File: config.mk
export PLATFORM = sky130hd
export DESIGN_NAME = gzip_member_header_parser_core_flat
export DESIGN_NICKNAME = d
export VERILOG_FILES = /design/src/sv/gmhp_pkg.sv /design/src/sv/gmhp_if.sv /design/src/sv/gmhp_step.sv /design/src/sv/gzip_member_header_parser_core.sv /design/src/flat_wrapper.sv
export SDC_FILE = /design/constraint.sdc
export NUM_CORES = 1
export LEC_CHECK = 0
export BUFFER_PORTS_ARGS = -buffer_cell sky130_fd_sc_hd__buf_4
export CORE_MARGIN = 4
export CORE_UTILIZATION = 35
export DETAILED_ROUTE_END_ITERATION = 6
export SKIP_LAST_GASP = 1
export SLEW_MARGIN = 0
export SYNTH_ARGS = -nofsm -noshare
export SYNTH_HDL_FRONTEND = slang
export SYNTH_SLANG_ARGS = --single-unit
File: constraint.sdc
create_clock -name clock -period 7.3 [get_ports clock]
set_input_delay 1.46 -clock clock [delete_from_list [all_inputs] [get_ports clock]]
set_output_delay 1.46 -clock clock [all_outputs]
set_load 0.02 [all_outputs]
File: src/sv/gmhp_pkg.sv
`timescale 1ns / 1ps

package gmhp_pkg;

   // Parse phase codes; codes 14 and 15 are unused and act as payload.
   typedef enum logic [3:0] {
      PH_ID1      = 4'd0,
      PH_ID2      = 4'd1,
      PH_CM       = 4'd2,
      PH_FLG      = 4'd3,
      PH_MTIME    = 4'd4,
      PH_XFL      = 4'd5,
      PH_OS       = 4'd6,
      PH_XLEN_LO  = 4'd7,
      PH_XLEN_HI  = 4'd8,
      PH_EXTRA    = 4'd9,
      PH_NAME     = 4'd10,
      PH_COMMENT  = 4'd11,
      PH_HCRC     = 4'd12,
      PH_PAYLOAD  = 4'd13
   } phase_type;

   typedef enum logic [2:0] {
      ST_HEADER   = 3'd0,
      ST_LAST     = 3'd1,
      ST_PAYLOAD  = 3'd2,
      ST_MAGIC    = 3'd3,
      ST_METHOD   = 3'd4,
      ST_FLAGS    = 3'd5,
      ST_XFL      = 3'd6
   } status_type;

   localparam logic [7:0] ID1_BYTE      = 8'd31;
   localparam logic [7:0] ID2_BYTE      = 8'd139;
   localparam logic [7:0] CM_DEFLATE    = 8'd8;
   localparam logic [7:0] FLG_RESERVED  = 8'he0;
   localparam logic [7:0] XFL_MAX       = 8'd2;
   localparam logic [7:0] XFL_FAST      = 8'd4;
   localparam logic [15:0] MTIME_BYTES  = 16'd4;
   localparam logic [15:0] HCRC_BYTES   = 16'd2;

   // Bit positions in the captured flag field.
   localparam int FL_HCRC    = 1;
   localparam int FL_EXTRA   = 2;
   localparam int FL_NAME    = 3;
   localparam int FL_COMMENT = 4;

   typedef struct packed {
      phase_type   phase;
      logic [15:0] count;
      logic [4:0]  flags;
      status_type  err;
   } state_type;

   typedef struct packed {
      status_type  status;
      logic [7:0]  payload_byte;
      logic [4:0]  header_flags;
   } result_type;

   localparam state_type STATE_RESET = '{
      phase: PH_ID1, count: 16'd0, flags: 5'd0, err: ST_HEADER};

   // First flagged optional section at or after 'from', else payload.
   function automatic phase_type next_section(phase_type from, logic [4:0] flags);
      phase_type res;
      res = PH_PAYLOAD;
      if (from <= PH_XLEN_LO && flags[FL_EXTRA]) begin
         res = PH_XLEN_LO;
      end else if (from <= PH_NAME && flags[FL_NAME]) begin
         res = PH_NAME;
      end else if (from <= PH_COMMENT && flags[FL_COMMENT]) begin
         res = PH_COMMENT;
      end else if (from <= PH_HCRC && flags[FL_HCRC]) begin
         res = PH_HCRC;
      end
      return res;
   endfunction

endpackage

File: src/sv/gmhp_if.sv
`timescale 1ns / 1ps

interface gmhp_req_if;
   logic       valid;
   logic       ready;
   logic [7:0] in_byte;
   logic       new_member;

   modport source (output valid, output in_byte, output new_member, input ready);
   modport sink   (input valid, input in_byte, input new_member, output ready);
endinterface

interface gmhp_rsp_if;
   logic       valid;
   logic       ready;
   logic [2:0] status;
   logic [7:0] payload_byte;
   logic [4:0] header_flags;

   modport source (output valid, output status, output payload_byte,
                   output header_flags, input ready);
   modport sink   (input valid, input status, input payload_byte,
                   input header_flags, output ready);
endinterface

File: src/sv/gmhp_step.sv
`timescale 1ns / 1ps

// One parse step: current state and one byte in, next state and result out.
module gmhp_step (
   input  gmhp_pkg::state_type  state_cur,
   input  logic [7:0]           in_byte,
   input  logic                 new_member,
   output gmhp_pkg::state_type  state_nxt,
   output gmhp_pkg::result_type result
);

   gmhp_pkg::state_type  eff;
   gmhp_pkg::state_type  nxt;
   gmhp_pkg::status_type status;
   logic [7:0]           payload;
   logic [15:0]          cnt_inc;
   logic [15:0]          cnt_dec;
   logic [15:0]          xlen;

   always_comb begin
      eff     = new_member ? gmhp_pkg::STATE_RESET : state_cur;
      nxt     = eff;
      status  = gmhp_pkg::ST_HEADER;
      payload = 8'd0;
      cnt_inc = eff.count + 16'd1;
      cnt_dec = (eff.count != 16'd0) ? eff.count - 16'd1 : eff.count;
      xlen    = {in_byte, eff.count[7:0]};

      if (eff.err != gmhp_pkg::ST_HEADER) begin
         // Hold the error: answer with it, touch nothing.
         status = eff.err;
      end else begin
         unique case (eff.phase)
            gmhp_pkg::PH_ID1: begin
               if (in_byte != gmhp_pkg::ID1_BYTE) nxt.err = gmhp_pkg::ST_MAGIC;
               else nxt.phase = gmhp_pkg::PH_ID2;
            end
            gmhp_pkg::PH_ID2: begin
               if (in_byte != gmhp_pkg::ID2_BYTE) nxt.err = gmhp_pkg::ST_MAGIC;
               else nxt.phase = gmhp_pkg::PH_CM;
            end
            gmhp_pkg::PH_CM: begin
               if (in_byte != gmhp_pkg::CM_DEFLATE) nxt.err = gmhp_pkg::ST_METHOD;
               else nxt.phase = gmhp_pkg::PH_FLG;
            end
            gmhp_pkg::PH_FLG: begin
               nxt.flags = in_byte[4:0];
               if ((in_byte & gmhp_pkg::FLG_RESERVED) != 8'd0) begin
                  nxt.err = gmhp_pkg::ST_FLAGS;
               end else begin
                  nxt.phase = gmhp_pkg::PH_MTIME;
                  nxt.count = 16'd0;
               end
            end
            gmhp_pkg::PH_MTIME: begin
               nxt.count = cnt_inc;
               if (cnt_inc >= gmhp_pkg::MTIME_BYTES) begin
                  nxt.count = 16'd0;
                  nxt.phase = gmhp_pkg::PH_XFL;
               end
            end
            gmhp_pkg::PH_XFL: begin
               if (in_byte != gmhp_pkg::XFL_MAX && in_byte != gmhp_pkg::XFL_FAST)
                  nxt.err = gmhp_pkg::ST_XFL;
               else nxt.phase = gmhp_pkg::PH_OS;
            end
            gmhp_pkg::PH_OS: begin
               nxt.phase = gmhp_pkg::next_section(gmhp_pkg::PH_XLEN_LO, eff.flags);
            end
            gmhp_pkg::PH_XLEN_LO: begin
               nxt.count = {8'd0, in_byte};
               nxt.phase = gmhp_pkg::PH_XLEN_HI;
            end
            gmhp_pkg::PH_XLEN_HI: begin
               nxt.count = xlen;
               nxt.phase = (xlen == 16'd0)
                  ? gmhp_pkg::next_section(gmhp_pkg::PH_NAME, eff.flags)
                  : gmhp_pkg::PH_EXTRA;
            end
            gmhp_pkg::PH_EXTRA: begin
               nxt.count = cnt_dec;
               if (cnt_dec == 16'd0)
                  nxt.phase = gmhp_pkg::next_section(gmhp_pkg::PH_NAME, eff.flags);
            end
            gmhp_pkg::PH_NAME: begin
               if (in_byte == 8'd0)
                  nxt.phase = gmhp_pkg::next_section(gmhp_pkg::PH_COMMENT, eff.flags);
            end
            gmhp_pkg::PH_COMMENT: begin
               if (in_byte == 8'd0)
                  nxt.phase = gmhp_pkg::next_section(gmhp_pkg::PH_HCRC, eff.flags);
            end
            gmhp_pkg::PH_HCRC: begin
               nxt.count = cnt_inc;
               if (cnt_inc >= gmhp_pkg::HCRC_BYTES) begin
                  nxt.count = 16'd0;
                  nxt.phase = gmhp_pkg::PH_PAYLOAD;
               end
            end
            default: begin
               nxt.phase = gmhp_pkg::PH_PAYLOAD;
               status    = gmhp_pkg::ST_PAYLOAD;
               payload   = in_byte;
            end
         endcase

         if (nxt.err != gmhp_pkg::ST_HEADER) begin
            status  = nxt.err;
            payload = 8'd0;
         end else if (status != gmhp_pkg::ST_PAYLOAD && nxt.phase == gmhp_pkg::PH_PAYLOAD) begin
            status = gmhp_pkg::ST_LAST;
         end
      end

      state_nxt           = nxt;
      result.status       = status;
      result.payload_byte = payload;
      result.header_flags = nxt.flags;
   end

endmodule

File: src/sv/gzip_member_header_parser_core.sv
`timescale 1ns / 1ps

// Channel   Role    Transaction payload
// req_ch    sink    in_byte[7:0], new_member
// rsp_ch    source  status[2:0], payload_byte[7:0], header_flags[4:0]
//
// One byte per cycle while req_ch is ready: each accepted req transaction produces
// exactly one rsp transaction, registered in the output stage.
// The parse step is a single combinational pass from the state registers to
// the result register; the state advances at the acceptance edge.
// A two-entry output stage (result register plus skid register) keeps req_ch
// ready while one result waits; req_ch stalls only when both entries are full.
// Synchronous active-high reset returns the parser to waiting for ID1 and
// empties the output stage.
module gzip_member_header_parser_core (
   input  logic        clock,
   input  logic        reset,
   gmhp_req_if.sink    req_ch,
   gmhp_rsp_if.source  rsp_ch
);

   gmhp_pkg::state_type  state_ff;
   gmhp_pkg::state_type  state_in;
   gmhp_pkg::result_type step_result;
   gmhp_pkg::result_type out_ff;
   gmhp_pkg::result_type skid_ff;
   logic                 out_valid_ff;
   logic                 skid_valid_ff;
   logic                 push;
   logic                 pop;

   // Parse one byte against the current state.
   gmhp_step u_step (
      .state_cur  (state_ff),
      .in_byte    (req_ch.in_byte),
      .new_member (req_ch.new_member),
      .state_nxt  (state_in),
      .result     (step_result)
   );

   // Accept whenever the skid entry is free.
   assign req_ch.ready = !skid_valid_ff;
   assign push         = req_ch.valid && req_ch.ready;
   assign pop          = out_valid_ff && rsp_ch.ready;

   always_ff @(posedge clock) begin
      if (reset) begin
         state_ff      <= gmhp_pkg::STATE_RESET;
         out_valid_ff  <= 1'b0;
         skid_valid_ff <= 1'b0;
      end else begin
         // Advance the parser on each accepted transaction.
         if (push) state_ff <= state_in;

         if (push) begin
            if (!out_valid_ff || pop) begin
               out_ff       <= step_result;
               out_valid_ff <= 1'b1;
            end else begin
               // Output is stalled: park the result in the skid entry.
               skid_ff       <= step_result;
               skid_valid_ff <= 1'b1;
            end
         end else if (pop) begin
            if (skid_valid_ff) begin
               out_ff        <= skid_ff;
               skid_valid_ff <= 1'b0;
            end else begin
               out_valid_ff <= 1'b0;
            end
         end
      end
   end

   assign rsp_ch.valid        = out_valid_ff;
   assign rsp_ch.status       = out_ff.status;
   assign rsp_ch.payload_byte = out_ff.payload_byte;
   assign rsp_ch.header_flags = out_ff.header_flags;

   // The skid entry is only ever filled behind a full output register.
   a_skid_behind_out: assert property (@(posedge clock) disable iff (reset)
      skid_valid_ff |-> out_valid_ff)
      else $error("skid entry valid with empty output register");

   // A push against a stalled output must land in the skid entry.
   a_stall_to_skid: assert property (@(posedge clock) disable iff (reset)
      (push && out_valid_ff && !rsp_ch.ready) |=> skid_valid_ff)
      else $error("result lost on stalled output");

   // A held error does not change until a new member starts.
   a_sticky_error: assert property (@(posedge clock) disable iff (reset)
      (push && !req_ch.new_member && state_ff.err != gmhp_pkg::ST_HEADER)
      |=> (state_ff.err == $past(state_ff.err)))
      else $error("sticky error changed without new_member");

   // Payload bytes appear only with payload status.
   a_payload_zero: assert property (@(posedge clock) disable iff (reset)
      (out_valid_ff && out_ff.payload_byte != 8'd0)
      |-> (out_ff.status == gmhp_pkg::ST_PAYLOAD))
      else $error("nonzero payload_byte on a header or error result");

endmodule

File: src/flat_wrapper.sv
// flat-port wrapper written by rule: the top's interface ports become plain ports
module gzip_member_header_parser_core_flat 
  (clock, reset, req_ch_valid, req_ch_in_byte, req_ch_new_member, req_ch_ready, rsp_ch_valid, rsp_ch_status, rsp_ch_payload_byte, rsp_ch_header_flags, rsp_ch_ready);
  gmhp_req_if req_ch_i ();
  gmhp_rsp_if rsp_ch_i ();
  input  logic clock;
  input  logic reset;
  input wire logic [$bits(req_ch_i.valid)-1:0] req_ch_valid;
  input wire logic [$bits(req_ch_i.in_byte)-1:0] req_ch_in_byte;
  input wire logic [$bits(req_ch_i.new_member)-1:0] req_ch_new_member;
  output wire logic [$bits(req_ch_i.ready)-1:0] req_ch_ready;
  output wire logic [$bits(rsp_ch_i.valid)-1:0] rsp_ch_valid;
  output wire logic [$bits(rsp_ch_i.status)-1:0] rsp_ch_status;
  output wire logic [$bits(rsp_ch_i.payload_byte)-1:0] rsp_ch_payload_byte;
  output wire logic [$bits(rsp_ch_i.header_flags)-1:0] rsp_ch_header_flags;
  input wire logic [$bits(rsp_ch_i.ready)-1:0] rsp_ch_ready;
  assign req_ch_i.valid = req_ch_valid;
  assign req_ch_i.in_byte = req_ch_in_byte;
  assign req_ch_i.new_member = req_ch_new_member;
  assign req_ch_ready = req_ch_i.ready;
  assign rsp_ch_valid = rsp_ch_i.valid;
  assign rsp_ch_status = rsp_ch_i.status;
  assign rsp_ch_payload_byte = rsp_ch_i.payload_byte;
  assign rsp_ch_header_flags = rsp_ch_i.header_flags;
  assign rsp_ch_i.ready = rsp_ch_ready;
  gzip_member_header_parser_core u_core (.clock(clock), .reset(reset), .req_ch(req_ch_i), .rsp_ch(rsp_ch_i));
endmodule
==> impl_metrics.py, run 1 <==
metrics = {
    "floorplan": {
        "dieWidth_um": 124,
        "ios": 31,
        "rows": 41,
        "die_area_sq_um": 15300,
        "die_h_um": 124,
        "core_sq_um": 12800,
        "start_util_pct": 36.4,
    },
    "synth": {
        "yosys_warnings": 0,
        "synth-seq-area-share_pct": 33.4,
        "synthDistinctLibCells": 75,
        "synthArstFlopShare_pct": 0,
        "syn_area_sq_um": 4670,
        "synth_flop_cell": "edfxtp_1",
        "avgSynthCellArea_sq_um": 8.09,
        "netlist_instances": 578,
        "synth_edf_count": 32,
        "ys_seq_elements": 62,
        "syn_nets": 593,
    },
    "clocking": {
        "post-cts-setup-buffers": 0,
        "clkLatencyLatePin_ns": 0.33,
        "cts_root_buffer": "clkbuf_16",
        "cts.sinks": 62,
        "postCtsHoldBufs": 0,
        "clk_path_buf_depth": 2,
        "cts_buffers": 9,
        "path_clk_slew_ns": 0.06,
        "post_cts_resized": 0,
        "cts_tree": "yes",
        "h-tree-depth": 3,
    },
    "critical_path": {
        "path_class": "in -> reg",
        "cp.required_ns": 7.38,
        "startpoint": "req_ch_new_member",
        "cpPeakStageDelay_ns": 0.64,
        "cp-start-kind": "input port",
        "path_cells": "buf_4 > nor2b_1 > inv_1 > ha_1 > or3b_2 > or4b_2 > o2bb2ai_1 > a2111oi_4 > a41oi_1 > or3_1 > o21ai_1",
        "endpoint_kind": "register",
        "cp_data_arrival_time_ns": 4.78,
        "crit_slowest_cell": "or4b_2",
        "worst_r2r_startpoint": "u_core.state_ff[8]$_SDFFE_PP0P_",
        "cp_max_fo": 49,
    },
    "power_and_ir_drop": {
        "power_switching_uw": 249,
        "p_comb_share_pct": 13.5,
        "leakage_nw": 1.86,
        "power.total_uw": 927,
        "p_per_area_nw_per_um2": 178,
        "p_int_uw": 679,
        "p_clk_share_pct": 44.4,
        "max-vdd-ir-drop_v": 0.000101,
        "power_frac_seq_pct": 42.1,
        "p_sw_share_pct": 26.8,
    },
    "sta": {
        "worst_pin_slew_ns": 0.983,
        "setup_viol": 0,
        "final_max_slew_viol_count": 0,
        "hold_slack_ns": 0.501,
        "finalCritPeriodShare_pct": 64.4,
        "fin_skew_ns": 0.00665,
        "period_needed_ns": 4.70,
        "timing.fmax_ghz": 0.213,
        "slew-limit-headroom_pct": 34.4,
        "fin_ws_ns": 2.60,
        "setup_tns_ns": 0,
        "finalHoldViolations": 0,
        "grt_setup_unrepaired": "false",
    },
    "placed_design": {
        "hpwl_um": 10500,
        "gp_congestion": 0.867,
        "portBuffers": 30,
        "dp_slack_ns": 2.33,
        "dp.cells": 731,
    },
    "hold_path": {
        "hp-start": "u_core.state_ff[2]$_SDFFE_PP0P_",
        "hold_class": "reg -> reg",
    },
    "grt": {
        "grt_first_pass_wirelength_um": 24300,
        "antenna_found_initial": 0,
        "track_usage_pct": 20.4,
        "grt-ovfl-total": 0,
        "grt_start_max_net_pins": 50,
        "grt_pass1_vias": 4417,
    },
    "drt": {
        "finalWirelength_um": 15200,
        "drt.antenna.violating_nets": 0,
        "drc": 0,
        "viasPerCell": 6.23,
        "dr_total_vias": 4653,
        "routedWlPerCell_um": 20.4,
        "drt_pre_antenna_iters": 5,
        "first_iter_violations": 430,
    },
    "cells_and_area": {
        "final_cell_mix": "nor2_1, nand2_1, a21oi_1, o21ai_0, buf_4",
        "finalNonFillerCells": 747,
        "nets": 585,
        "diodes": 0,
        "drive_gt1_share_pct": 14.1,
        "nFillCells": 1322,
        "layout_commonest_cell": "nor2_1",
        "syn_to_final_growth_pct": 11.5,
    },
    "flow_run": {
        "maxCapViolCount": 0,
    },
    "run_status": {
        "status": "complete, no violations",
    },
}
-- kinds of logic after synthesis --
logic type,after synthesis,share of synthesized area [%]
compound gates,176,25.9
xor+xnor,10,1.87
fa+ha+maj,2,0.535
buf+inv,74,6.61
flops,62,33.4
mux,13,3.10
simple gates,241,28.6
-- worst max-delay path, delay by kind of cell --
family,cells,cell delay [ns]
fa+ha+maj,1,0.61
compound gates,4,0.68
simple gates,4,1.49
buf+inv,2,0.50
-- sequential cells by signal, indices dropped and copies added, names as in the netlist --
| signal | flops |
|---|---|
| u_core.rsp_ch.status | 3 |
| u_core.skid_valid_ff | 1 |
| u_core.rsp_ch.header_flags | 5 |
| u_core.rsp_ch.valid | 1 |
| u_core.state_ff | 28 |
| u_core.rsp_ch.payload_byte | 8 |
| u_core.skid_ff | 16 |
-- synthesized netlist by cell type (4+ instances only) --
| cell type | count | area, sq um |
|---|---|---|
| nand2_1 | 41 | 154 |
| nand2b_1 | 8 | 50.1 |
| a31oi_1 | 10 | 62.6 |
| and2_1 | 14 | 87.6 |
| xnor2_1 | 5 | 43.8 |
| and3_1 | 8 | 50.1 |
| buf_1 | 6 | 22.5 |
| or3_1 | 9 | 56.3 |
| dfxtp_1 | 30 | 601 |
| clkbuf_1 | 37 | 139 |
| a21o_1 | 4 | 30.0 |
| edfxtp_1 | 32 | 961 |
| a211o_1 | 5 | 43.8 |
| a221oi_1 | 5 | 43.8 |
| inv_1 | 21 | 78.8 |
| a21oi_1 | 41 | 205 |
| nor3b_1 | 6 | 45.0 |
| nor4_1 | 11 | 68.8 |
| nor2_1 | 51 | 191 |
| buf_2 | 7 | 35.0 |
| a211oi_1 | 10 | 75.1 |
| or2_2 | 4 | 25.0 |
| a22oi_1 | 4 | 30.0 |
| nand4_1 | 11 | 68.8 |
| nor2b_1 | 16 | 100 |
| nand3_1 | 22 | 110 |
| o21ai_0 | 38 | 190 |
| xor2_1 | 5 | 43.8 |
| nor3_1 | 19 | 95.1 |
| o31ai_1 | 6 | 45.0 |
| mux2_2 | 12 | 135 |
-- layout make-up --
cell class	instances	area [sq um]	area share [%]
clock inverter	3	17.5	0.336
sequential	62	1560	30.0
timing repair buffer	34	255	4.90
multi-input combinational	442	2810	54.0
clock buffer	13	270	5.19
tap	172	215	4.13
inverter	21	78.8	1.51
-- routing by layer --
layer	wire length (um)	GRT usage (%)	vias to the layer above
li1	-	-	2163
met1	6790	27.5	2225
met2	6890	32.7	221
met3	1080	3.84	44
met4	491	7.34	0
met5	0	0	-
-- per-stage QoR --
stage | cell area (sq um) | utilization, %
CTS | 5210 | 40.6
global route | 5210 | 40.6
floorplan | 4670 | -
finish | 5210 | 40.6
global placement | 4920 | 38.4
detailed placement | 4920 | 38.4
-- power groups by stage --
stage / logic, mW / registers (mW) / clock network, mW
4_1_cts: 0.124 / 0.390 / 0.416
3_5_place_dp: 0.123 / 0.397 / 0
2_1_floorplan: 0.0763 / 0.399 / 0
3_3_place_gp: 0.122 / 0.397 / 0
5_1_grt: 0.136 / 0.392 / 0.433
6_report: 0.125 / 0.390 / 0.412
-- path summary, 6_finish.rpt --
kind / endpoint / slack (ns) / cells after the start
setup / recovery: u_core.rsp_ch.status[0]$_DFFE_PP_ / 2.60 / 11
hold / removal: u_core.state_ff[2]$_SDFFE_PP0P_ / 0.50 / 2
setup reg to reg: u_core.rsp_ch.status[0]$_DFFE_PP_ / 3.68 / 10
hold reg to reg: u_core.state_ff[2]$_SDFFE_PP0P_ / 0.50 / 2
(Power assumes the default switching activity.)
==> run 2: changes to the inputs <==
Settings changed: ABC_AREA set to 1.
Clock period 7.3 ns to 4.3 ns, I/O delays scaled along.
==> run 2 against run 1 <==
Effect of this change: total power up 100%; register-to-register slack lost 2.1 ns; sequential share of layout area is 2.1 points lower; count of clock-buffer cells in the layout decreased by 3; hold slack lost 0.034 ns; sequential power up 72%; non-clock buffer count up 3; synthesized area rose by 5.1%; via count up 7.3%; global-route usage is 1.5 points lower; final area is 7.6% higher; sequential cell count unchanged; critical path type unchanged; critical endpoint unchanged; largest power group unchanged.
==> impl_metrics.py, run 2 <==
metrics = {
    "clocking": {
        "cts.sinks": 62,
        "clkLatencyLatePin_ns": 0.34,
        "path_clk_slew_ns": 0.06,
        "post_cts_resized": 0,
        "cts_buffers": 9,
        "cts_root_buffer": "clkbuf_16",
        "postCtsHoldBufs": 0,
        "post-cts-setup-buffers": 0,
        "cts_tree": "yes",
        "h-tree-depth": 3,
        "clk_path_buf_depth": 2,
    },
    "synth": {
        "synth-seq-area-share_pct": 31.8,
        "synth.area.top_cells": "edfxtp_1, nand2_1, dfxtp_1",
        "synth-simple-area-share_pct": 40.1,
        "syn_nets": 732,
        "yosys_warnings": 0,
        "ys_seq_elements": 62,
        "netlist_instances": 717,
        "avgSynthCellArea_sq_um": 6.85,
        "synth_mux_area_share_pct": 1.38,
        "synth.top_cell.area_share_pct": 19.6,
        "synthArstFlopShare_pct": 0,
        "synth_compound_area_share_pct": 15.9,
        "yosys.area_share.xor_xnor_pct": 1.43,
        "synthDistinctLibCells": 50,
        "synth_common_cells": "nand2_1, nor2_1, inv_1",
        "synth_top_family_by_area": "simple AND/OR/NAND/NOR gates",
        "synth_edf_count": 32,
        "synth_fa_ha_area_share_pct": 0.510,
        "synth_flop_cell": "edfxtp_1",
        "syn_area_sq_um": 4910,
        "synthMostInstantiatedCell": "nand2_1",
        "yosysTopAreaCell": "edfxtp_1",
    },
    "sta": {
        "setup_viol": 0,
        "timing.fmax_ghz": 0.295,
        "slew-limit-headroom_pct": 34.2,
        "fin_skew_ns": 0.00871,
        "finalCritPeriodShare_pct": 78.9,
        "finalHoldViolations": 0,
        "setup_tns_ns": 0,
        "grt_setup_unrepaired": "false",
        "period_needed_ns": 3.39,
        "worst_pin_slew_ns": 0.986,
        "final_max_slew_viol_count": 0,
    },
    "drt": {
        "routedWlPerCell_um": 16.3,
        "drt.antenna.violating_nets": 0,
        "finalWirelength_um": 15200,
        "dr_total_vias": 4992,
        "first_iter_violations": 510,
        "viasPerCell": 5.37,
        "drt_pre_antenna_iters": 6,
        "drc": 0,
    },
    "floorplan": {
        "die_area_sq_um": 16000,
        "dieWidth_um": 126,
        "core_sq_um": 13800,
        "rows": 43,
        "start_util_pct": 35.5,
        "die_h_um": 126,
        "ios": 31,
    },
    "hold_path": {
        "whs_path_depth": 2,
        "hp-start": "u_core.state_ff[2]$_SDFFE_PP0P_",
        "hold_class": "reg -> reg",
        "min_to": "u_core.state_ff[2]$_SDFFE_PP0P_",
    },
    "flow_run": {
        "maxCapViolCount": 0,
    },
    "cells_and_area": {
        "layout_commonest_cell": "nand2_1",
        "largest_reg_flops": 28,
        "postLayoutCellArea_sq_um": 5610,
        "syn_to_final_growth_pct": 14.2,
        "diodes": 0,
        "nFillCells": 1422,
        "regArea_sq_um": 1560,
        "final_cell_mix": "nand2_1, nor2_1, inv_1, a21oi_1, nand3_1",
        "multi_input_area_sq_um": 2930,
        "regMostFlops": "u_core.state_ff",
        "drive_gt1_share_pct": 18.7,
        "nets": 759,
    },
    "power_and_ir_drop": {
        "leakage_nw": 2.39,
        "p_per_area_nw_per_um2": 335,
        "max-vdd-ir-drop_v": 0.000164,
    },
    "placed_design": {
        "portBuffers": 30,
        "hpwl_um": 11300,
        "dpl_cell_area_sq_um": 5280,
        "gp_congestion": 0.930,
    },
    "run_status": {
        "status": "complete, no violations",
    },
    "critical_path": {
        "cp-start-kind": "input port",
        "cp_max_fo": 16,
        "r2r_cells": 17,
        "path_buf_inv": 4,
        "crit_slowest_cell": "inv_2",
        "path_cells": "buf_4 > inv_2 > nand2_1 > inv_1 > ha_1 > nand4_4 > nor2_4 > xor2_1 > nand2_1 > nor3_2 > nand3_1 > nand2_1 > inv_1 > nor2_1 > nand2_1 > nand3_2 > nand2_2 > nand2_1 > nand2_1",
        "path_class": "in -> reg",
        "cpPeakStageDelay_ns": 0.35,
        "endpoint_kind": "register",
        "crit_family": "simple AND/OR/NAND/NOR gates",
        "worst_r2r_startpoint": "u_core.state_ff[9]$_SDFFE_PP0P_",
        "path_common_cell": "nand2_1",
        "rrSetupSlack_ns": 1.59,
        "cp_data_arrival_time_ns": 3.49,
        "cp.required_ns": 4.39,
        "reg2reg_to": "u_core.rsp_ch.status[0]$_DFFE_PP_",
    },
    "grt": {
        "track_usage_pct": 19.0,
        "grt_start_max_net_pins": 55,
        "grt-ovfl-total": 0,
        "antenna_found_initial": 0,
        "grt_pass1_vias": 4584,
        "grt_first_pass_wirelength_um": 24400,
    },
}
==> run 2: cell count changes after synthesis, moves of 12 or more <==
cell      previous run  this run
a21oi_1             41        53
and2_1              14         0
clkbuf_1            37         8
inv_1               21        63
nand2_1             41       208
nand2_2              0        20
nand3_1             22        46
nor2_1              51        73
nor2_4               0        12
nor2b_1             16         0
nor3_1              19         5
o21ai_0             38        26
==> run 2: how the worst max path moves through the flow <==
stage / start / endpoint / slack, ns / cells past startpoint
final: req_ch_new_member / u_core.rsp_ch.status[0]$_DFFE_PP_ / 0.91 / 19
after global routing: req_ch_new_member / u_core.rsp_ch.status[0]$_DFFE_PP_ / 0.70 / 18
after floorplan: req_ch_new_member / u_core.rsp_ch.status[0]$_DFFE_PP_ / 1.37 / 18
after detailed placement: req_ch_new_member / u_core.rsp_ch.status[0]$_DFFE_PP_ / 0.62 / 19
after CTS: req_ch_new_member / u_core.rsp_ch.status[0]$_DFFE_PP_ / 0.96 / 19
after global placement: req_ch_new_member / u_core.rsp_ch.status[0]$_DFFE_PP_ / 0.57 / 19
==> run 2: per-stage QoR <==
step / util, % / std cells / hold slack [ns] / setup WS (ns) / power (mW)
2_1_floorplan: - / 717 / 0.445 / 1.37 / 0.971
3_3_place_gp: 38.2 / 913 / 0.455 / 0.575 / 1.07
3_5_place_dp: 38.2 / 913 / 0.464 / 0.620 / 1.07
4_1_cts: 40.6 / 929 / 0.472 / 0.957 / 1.89
5_1_grt: 40.6 / 929 / 0.500 / 0.698 / 1.96
6_report: 40.6 / 929 / 0.467 / 0.907 / 1.88
==> run 2: power by group <==
group          internal [mW]  switching (mW)  total [mW]  leakage (nW)
logic                  0.128           0.262       0.390          1.72
clock network          0.526           0.295       0.821         0.155
registers              0.650          0.0206       0.671         0.514
==> run 2: per-layer routing <==
layer | wire [um] | track usage (%) | vias to the layer above
met5 | 0 | 0 | -
met4 | 273 | 6.12 | 0
met3 | 1360 | 3.75 | 24
met2 | 6580 | 28.6 | 254
met1 | 6970 | 27.2 | 2245
li1 | - | - | 2469
==> run 2: worst register-to-register path: stages (launching register included) <==
cell	delay (ns)
dfxtp_1	0.40
nand2_1	0.18
inv_1	0.14
ha_1	0.24
nand4_4	0.18
nor2_4	0.17
xor2_1	0.18
nand2_1	0.12
nor3_2	0.22
nand3_1	0.12
nand2_1	0.07
inv_1	0.04
nor2_1	0.09
nand2_1	0.08
nand3_2	0.08
nand2_2	0.05
nand2_1	0.05
nand2_1	0.04
==> run 2: final cells by class <==
class / instances / area share, %
sequential: 62 / 27.8
clock buffer: 10 / 4.26
tap: 180 / 4.02
multi-input combinational: 559 / 52.3
timing repair buffer: 37 / 4.95
inverter: 75 / 5.02
clock inverter: 6 / 1.65
==> run 2: cell families (layout without fill, tap and decap cells) <==
group,Yosys count,count (layout)
xor gates and xnor gates,8,8
AOI/OAI and AO/OA,131,131
buffers and inverters,96,128
muxes,6,6
and+or+nand+nor,412,412
adders and majority gates,2,2
DFF,62,62
==> run 3: changes to the inputs <==
Settings changed: ABC_AREA 1 to 0.
Clock period 4.3 ns to 3.5 ns, I/O delays scaled along.
==> run 3 against run 2 <==
Effect of this change: hold slack improved by 0.044 ns; utilization grew 2.1 points; die area decreased by 4.5%; critical endpoint is now u_core.skid_ff[13]$_DFFE_PP_; setup slack got worse by 0.49 ns; routed wire length fell by 0.36%; sequential cell count unchanged; via count fell by 6.2%; first-iteration DRC count down 14%; critical path depth is 9 lower; final area shrank 2.5%; count of clock-buffer cells in the layout is 1 lower.
==> impl_metrics.py, run 3 (synthesis gave the netlist of run 1 again) <==
metrics = {
    "run_status": {
        "status": "complete, no violations",
    },
    "clocking": {
        "cts_buffers": 9,
        "clkLatencyLatePin_ns": 0.35,
        "postCtsHoldBufs": 0,
        "cts.sinks": 62,
        "post-cts-setup-buffers": 0,
        "clk_path_buf_depth": 2,
        "path_clk_slew_ns": 0.06,
        "cts_root_buffer": "clkbuf_16",
        "post_cts_resized": 0,
        "h-tree-depth": 3,
        "cts_tree": "yes",
    },
    "critical_path": {
        "cp-start-kind": "input port",
        "cp_max_fo": 4,
        "cp_data_arrival_time_ns": 3.15,
        "cp.required_ns": 3.57,
        "r2r_cells": 7,
        "rrSetupSlack_ns": 0.43,
        "worst_r2r_startpoint": "u_core.state_ff[15]$_SDFFE_PP0P_",
        "endpoint_kind": "register",
        "reg2reg_to": "u_core.skid_ff[13]$_DFFE_PP_",
        "startpoint": "req_ch_new_member",
        "path_class": "in -> reg",
    },
    "placed_design": {
        "dpl_cell_area_sq_um": 5170,
        "gp_congestion": 0.949,
        "dp_slack_ns": 0.0977,
        "portBuffers": 30,
        "hpwl_um": 10800,
    },
    "power_and_ir_drop": {
        "max-vdd-ir-drop_v": 0.000195,
        "leakage_nw": 2.02,
        "p_per_area_nw_per_um2": 364,
    },
    "sta": {
        "hold_slack_ns": 0.511,
        "setup_tns_ns": 0,
        "slew-limit-headroom_pct": 53.1,
        "finalHoldViolations": 0,
        "worst_pin_slew_ns": 0.702,
        "final_max_slew_viol_count": 0,
        "grt_setup_unrepaired": "false",
        "setup_viol": 0,
        "timing.fmax_ghz": 0.324,
        "finalCritPeriodShare_pct": 88.1,
        "period_needed_ns": 3.08,
        "fin_ws_ns": 0.416,
        "fin_skew_ns": 0.00982,
    },
    "cells_and_area": {
        "layout_commonest_cell": "buf_4",
        "largest_reg_flops": 28,
        "syn_to_final_growth_pct": 17.0,
        "postLayoutCellArea_sq_um": 5470,
        "drive_gt1_share_pct": 18.7,
        "diodes": 0,
        "regMostFlops": "u_core.state_ff",
        "nets": 614,
        "final_cell_mix": "buf_4, nor2_1, nand2_1, a21oi_1, o21ai_0",
    },
    "grt": {
        "grt-ovfl-total": 0,
        "antenna_found_initial": 0,
        "grt_first_pass_wirelength_um": 24200,
        "grt_start_max_net_pins": 32,
        "track_usage_pct": 20.6,
        "grt_pass1_vias": 4460,
    },
    "drt": {
        "routedWlPerCell_um": 19.5,
        "first_iter_violations": 440,
        "dr_total_vias": 4681,
        "drc": 0,
        "viasPerCell": 6.03,
        "finalWirelength_um": 15100,
        "drt_pre_antenna_iters": 5,
        "drt.antenna.violating_nets": 0,
    },
    "floorplan": {
        "start_util_pct": 36.4,
        "die_area_sq_um": 15300,
        "rows": 41,
        "ios": 31,
        "dieWidth_um": 124,
        "core_sq_um": 12800,
        "die_h_um": 124,
    },
    "hold_path": {
        "whs_path_depth": 2,
        "hp-start": "u_core.state_ff[2]$_SDFFE_PP0P_",
        "hold_class": "reg -> reg",
        "min_to": "u_core.state_ff[2]$_SDFFE_PP0P_",
    },
    "flow_run": {
        "maxCapViolCount": 0,
    },
}
==> run 3: cell types whose count changed in the layout (fill, tap and decap cells not counted), sizes merged, moves of 16 or more <==
cell,delta
nand3,-32
nor2b,+16
inv,-52
buf,+26
nand2,-192
nor2,-43
==> run 3: routing by layer <==
layer  GRT usage (%)  vias to the layer above  share of wire [%]  routed length (um)
met3            5.31                       34                8.2                1250
met1            26.9                     2216                 43                6550
met5               0                        -                  0                   0
met2            31.6                      208                 46                6890
li1                -                     2223                  -                   -
met4            9.90                        0                2.9                 443
==> run 3: stage by stage <==
step | util, % | cells | power (mW)
2_1_floorplan | - | 578 | 0.996
3_3_place_gp | 40.3 | 760 | 1.10
3_5_place_dp | 40.3 | 760 | 1.10
4_1_cts | 42.6 | 776 | 2.01
5_1_grt | 42.6 | 776 | 2.08
6_report | 42.6 | 776 | 1.99
==> run 3: how the worst max path moves through the flow <==
stage | end | cells past startpoint
detailed placement | u_core.skid_ff[13]$_DFFE_PP_ | 10
finish | u_core.skid_ff[13]$_DFFE_PP_ | 10
global placement | u_core.skid_ff[13]$_DFFE_PP_ | 10
floorplan | u_core.skid_ff[13]$_DFFE_PP_ | 13
global route | u_core.skid_ff[13]$_DFFE_PP_ | 10
CTS | u_core.skid_ff[13]$_DFFE_PP_ | 10
==> run 3: critical path: stages <==
cell and delay, ns:
buf_4 0.13, nor2b_1 0.26, ha_1 0.25, nand3_1 0.11, nor4_1 0.30, mux2_2 0.36
a211oi_1 0.19, nand4_1 0.27, a221oi_2 0.43, o31ai_1 0.14
==> run 3: power breakdown <==
group	total [mW]	internal, mW	leakage, nW	switching, mW
clock	0.905	0.552	0.146	0.353
combinational	0.271	0.0979	1.34	0.173
sequential	0.816	0.791	0.534	0.0250
==> run 3: area by class of cell <==
| class | instances | area, sq um |
|---|---|---|
| tap | 172 | 215 |
| fill | 1299 | 7360 |
| sequential | 62 | 1560 |
| clock inverter | 7 | 71.3 |
| multi-input combinational | 442 | 2840 |
| clock buffer | 9 | 225 |
| inverter | 21 | 78.8 |
| timing repair buffer | 63 | 473 |
